### config.mk
export PLATFORM = sky130hd
export DESIGN_NAME = csm_queue
export DESIGN_NICKNAME = d
export VERILOG_FILES = /design/src/rtl/csm_pkg.sv /design/src/rtl/csm_queue.sv
export SDC_FILE = /design/constraint.sdc
export NUM_CORES = 1
export LEC_CHECK = 0
export ABC_AREA = 0
export ABC_CLOCK_PERIOD_IN_PS = 4200
export BUFFER_PORTS_ARGS = -buffer_cell sky130_fd_sc_hd__buf_2
export CORE_MARGIN = 1.5
export CORE_UTILIZATION = 50
export CTS_BUF_LIST = sky130_fd_sc_hd__clkbuf_2 sky130_fd_sc_hd__clkbuf_4 sky130_fd_sc_hd__clkbuf_8
export DETAILED_ROUTE_END_ITERATION = 6
export PLACE_DENSITY = 0.74
export REMOVE_ABC_BUFFERS = 1
export SETUP_SLACK_MARGIN = 0.2
export SLEW_MARGIN = 20
export SYNTH_ARGS = -nofsm -noshare
export SYNTH_HDL_FRONTEND = slang
export SYNTH_SLANG_ARGS = --single-unit
export TNS_END_PERCENT = 1
### constraint.sdc
create_clock -name clk -period 4.2 [get_ports clk]
set_input_delay 0.63 -clock clk [delete_from_list [all_inputs] [get_ports clk]]
set_output_delay 0.63 -clock clk [all_outputs]
set_load 0.01 [all_outputs]
### src/rtl/csm_pkg.sv
`timescale 1ns / 1ps
`default_nettype none

package csm_pkg;

  // Input field widths
  localparam int KIND_W  = 2;
  localparam int INDEX_W = 10;
  localparam int VALUE_W = 32;

  // Result field widths
  localparam int ROW_W = 16;
  localparam int SUM_W = 64;

  // Dense vector store
  localparam int VEC_DEPTH = 1024;
  localparam int VEC_AW    = $clog2(VEC_DEPTH);

  // Command queue between front and back
  localparam int Q_DEPTH = 4;
  localparam int Q_AW    = $clog2(Q_DEPTH);

  // Item kind codes on the input port
  localparam logic [KIND_W-1:0] KIND_LOAD    = 2'd0;
  localparam logic [KIND_W-1:0] KIND_NONZERO = 2'd1;
  localparam logic [KIND_W-1:0] KIND_EMPTY   = 2'd2;

  // Saturation limits of the Q16.48 accumulator
  localparam logic signed [SUM_W-1:0] SUM_MAX = {1'b0, {(SUM_W-1){1'b1}}};
  localparam logic signed [SUM_W-1:0] SUM_MIN = {1'b1, {(SUM_W-1){1'b0}}};

  typedef enum logic [1:0] {
    OP_LOAD,
    OP_MAC,
    OP_EMPTY
  } op_t;

  // One classified command
  typedef struct packed {
    op_t                op;
    logic [VEC_AW-1:0]  addr;
    logic               in_range;
    logic [VALUE_W-1:0] value;
    logic               last;
  } cmd_t;

  // Queue status seen by the front
  typedef struct packed {
    logic full;
    logic empty;
  } qstat_t;

endpackage

`default_nettype wire

### src/rtl/csm_queue.sv
`timescale 1ns / 1ps
`default_nettype none

module csm_queue (
  input  wire logic          clk,
  input  wire logic          rst_n,
  input  wire logic          push,
  input  wire csm_pkg::cmd_t push_data,
  input  wire logic          pop,
  output csm_pkg::cmd_t      head,
  output csm_pkg::qstat_t    q_stat
);
  import csm_pkg::*;

  cmd_t            slot_r [Q_DEPTH];
  logic [Q_AW-1:0] wr_ptr_r, wr_ptr_nxt;
  logic [Q_AW-1:0] rd_ptr_r, rd_ptr_nxt;
  logic [Q_AW:0]   count_r, count_nxt;

  // Pointer and fill bookkeeping
  always_comb begin
    wr_ptr_nxt = push ? wr_ptr_r + 1'b1 : wr_ptr_r;
    rd_ptr_nxt = pop  ? rd_ptr_r + 1'b1 : rd_ptr_r;
    count_nxt  = count_r;
    if (push && !pop) begin
      count_nxt = count_r + 1'b1;
    end else if (pop && !push) begin
      count_nxt = count_r - 1'b1;
    end
  end

  always_ff @(posedge clk) begin
    if (!rst_n) begin
      wr_ptr_r <= '0;
      rd_ptr_r <= '0;
      count_r  <= '0;
    end else begin
      wr_ptr_r <= wr_ptr_nxt;
      rd_ptr_r <= rd_ptr_nxt;
      count_r  <= count_nxt;
    end
  end

  // Storage
  always_ff @(posedge clk) begin
    if (push) begin
      slot_r[wr_ptr_r] <= push_data;
    end
  end

  assign head         = slot_r[rd_ptr_r];
  assign q_stat.full  = (count_r == (Q_AW+1)'(Q_DEPTH));
  assign q_stat.empty = (count_r == '0);

endmodule

`default_nettype wire

==> flow_metrics.py <==
metrics = {
    "run_status": {
        "status": "completed",
    },
    "grt": {
        "first_global_vias": 3440,
        "grt_max_degree": 47,
        "grtUsageTotal_pct": 16.97,
        "antenna_found_initial": 0,
        "overflow": 0,
        "grt_pass1_wl_mm": 18.00,
    },
    "clock_tree": {
        "cts.sinks": 193,
        "postCtsSetupBuffers": 0,
        "numCtsBuffers": 17,
        "root_buffer": "clkbuf_8",
        "clk_latency_ns": 0.46,
        "htree_levels": 4,
        "ctsHoldBuffers": 0,
        "cts_buffer_depth": 2,
        "cts.repair.resized": 0,
        "clk_pin_slew_ns": 0.09,
        "cts_tree": "built",
    },
    "layout": {
        "fill_cells": 999,
        "final_layout_size_suffix_gt1_share_pct": 43.49,
        "finish.utilization_pct": 59.10,
        "diodes": 0,
        "layout.nets": 450,
        "area_growth_pct": 15.25,
    },
    "timing": {
        "final.setup.tns_ns": 0,
        "setup_viol": 0,
        "fin_crit_ns": 2.897,
        "skew_ns": 0.008621,
        "period_share_pct": 68.98,
        "slew_violations": 0,
        "max_freq_mhz": 345.2,
        "tightest_slew_ns": 0.9350,
        "finalHoldViolCount": 0,
        "rsz0062_at_grt": "no",
        "relSlewSlack_pct": 37.67,
    },
    "yosys": {
        "synth_area_per_cell_sq_um": 25.25,
        "synth-edff-count": 184,
        "synth_largest_area_cell": "edfxtp_1",
        "async_reset_ff_share_pct": 0,
        "netlist_area_sq_mm": 0.007146,
        "yosys_most_used_dff": "edfxtp_1",
        "ys_seq_area_share_pct": 79.85,
        "synthTopCellsByArea": "edfxtp_1 77%, mux4_2 13%, dfxtp_1 2.5%",
        "yosysUniqueCellTypes": 22,
        "yosys-top-cells-count": "184 x edfxtp_1, 40 x mux4_2, 9 x and2_1, 9 x dfxtp_1, 6 x mux4_1",
        "synth-seq-cells": 193,
        "syn_inst": 283,
        "synth_most_common_cell": "edfxtp_1",
        "synth_top_area_share_pct": 77.32,
        "ys_warn_count": 0,
    },
    "route": {
        "vias": 3161,
        "wl_per_cell_um": 19.83,
        "drtIter0Drc": 214,
        "ant_nets": 0,
        "drc_errors": 0,
        "first_pass_iters": 4,
        "totalWireLength_mm": 11.64,
        "vias_per_cell": 5.385,
    },
    "hold_path": {
        "worst_hold_path_type": "in -> reg",
    },
    "die": {
        "rows": 43,
        "die_x_um": 122.5,
        "chipHeight_um": 122.5,
        "start_util_pct": 51.28,
        "dieArea_sq_mm": 0.01502,
        "core_sq_mm": 0.01393,
        "pin_count": 98,
    },
    "worst_setup_path": {
        "worstPathMaxFanout": 46,
        "critPathSlowestCell": "dfxtp_4",
        "cp.arrival_ns": 2.27,
        "crit_chain": "mux4_1, buf_2",
        "critPathLaunchType": "flop",
        "required_ns": 3.57,
        "crit_type": "reg -> out",
        "max_stage_delay_ns": 0.98,
        "crit_path_end_kind": "output pin",
    },
    "power": {
        "clock_power_share_pct": 33.5,
        "p_comb_share_pct": 9.3,
        "seq_power_share_pct": 57.1,
        "cellPowerDensity_mw_per_mm2": 480.1,
        "power.leakage_uw": 0.002801,
        "p_int_uw": 3096,
        "switchingPower_uw": 857.9,
        "max-vdd-ir-drop_v": 0.0002655,
        "swShare_pct": 21.70,
    },
    "place": {
        "numPortBuffers": 97,
        "gp_congestion": 0.6534,
        "hpwlAfterDp_mm": 6.804,
    },
    "job": {
        "cap_violations": 0,
    },
}
[worst paths after layout]
path / endpoint / from / slack [ns] / depth (start not counted)
worst max-delay path: head[41] / flop / 1.30 / 2
worst min-delay path: slot_r[1][32] / push_data[32] / 0.38 / 1
worst max register to register: slot_r[0][5] / wr_ptr_r[0] / 2.14 / 4
worst min register to register: count_r[2] / count_r[2] / 0.52 / 2
[metal layers]
metal	share of wire, %	track usage (%)	wire (um)
met1	42	21.65	4862
met2	50	27.27	5844
met3	6.7	5.994	780
met4	1.3	5.959	155
met5	0	0	0
[layout make-up]
cell class / count / area [sq um] / area share (%)
Timing Repair Buffer: 102 / 523.0 / 6.351
Tap cell: 180 / 225.2 / 2.735
Sequential cell: 193 / 5710 / 69.34
Inverter: 4 / 15.01 / 0.1823
Multi-Input combinational cell: 76 / 1314 / 15.95
Clock buffer: 17 / 234.0 / 2.841
Clock inverter: 15 / 214.0 / 2.598
[worst max-delay path: cells and delay by family, from the launching register on]
family / cells / cell delay, ns
multiplexers: 1 / 0.67
flip-flops: 1 / 0.98
buffers and inverters: 1 / 0.16
[sequential cells by signal, summed over array words and instances, names as in the netlist, named ones only]
register / count
wr_ptr_r: 2
rd_ptr_r: 2
count_r: 3
slot_r: 184
[power groups by stage]
stage | Clock, uW | Sequential [uW] | Combinational (uW)
2_1_floorplan | 0 | 2300 | 216
3_3_place_gp | 0 | 2300 | 370
3_5_place_dp | 0 | 2310 | 378
4_1_cts | 1360 | 2260 | 379
5_1_grt | 1430 | 2270 | 407
6_report | 1330 | 2260 | 370
[placed cells by master, fill, tap and decap left out]
cell type and instances:
dfxtp_4 1, inv_1 4, or3_1 1, bufinv_16 5, and2_1 5, xor2_1 3
mux4_2 40, and2_2 4, buf_4 5, nor3b_1 1, clkinv_1 3, a21boi_0 1
clkinv_2 2, dfxtp_2 1, nor2b_1 2, mux2i_1 2, edfxtp_1 184, clkinv_4 2
clkinvlp_4 1, nor3_1 1, o21ai_0 1, dfxtp_1 7, fa_1 1, nand2_1 1
mux4_1 6, buf_2 97, xnor2_1 2, clkbuf_8 17, inv_6 2, ha_1 5
[logic make-up (layout without fill, tap and decap cells)]
group                    count (synthesis)  after routing  share of synthesized area [%]
AO/OA/AOI/OAI                            2              2                         0.1751
XOR/XNOR                                 5              5                         0.6130
adder cells (fa/ha/maj)                  6              6                          1.156
buffers and inverters                   14            138                          1.838
flip-flops                             193            193                          79.85
multiplexers                            48             48                          15.09
AND/OR/NAND/NOR                         15             15                          1.278
[per-stage QoR]
step           cell area [sq um]  hold WS, ns  std cells  power (uW)  setup WS [ns]
5_1_grt                     8235       0.3539        587        4113          1.107
4_1_cts                     8235       0.3494        587        4003          1.202
3_3_place_gp                7787       0.4939        555        2670          1.725
6_report                    8235       0.3828        587        3954          1.303
3_5_place_dp                7787       0.5138        555        2684          1.724
2_1_floorplan               7029       0.4724        273        2514         0.8794
No activity file was read; power rests on OpenSTA's default activity.
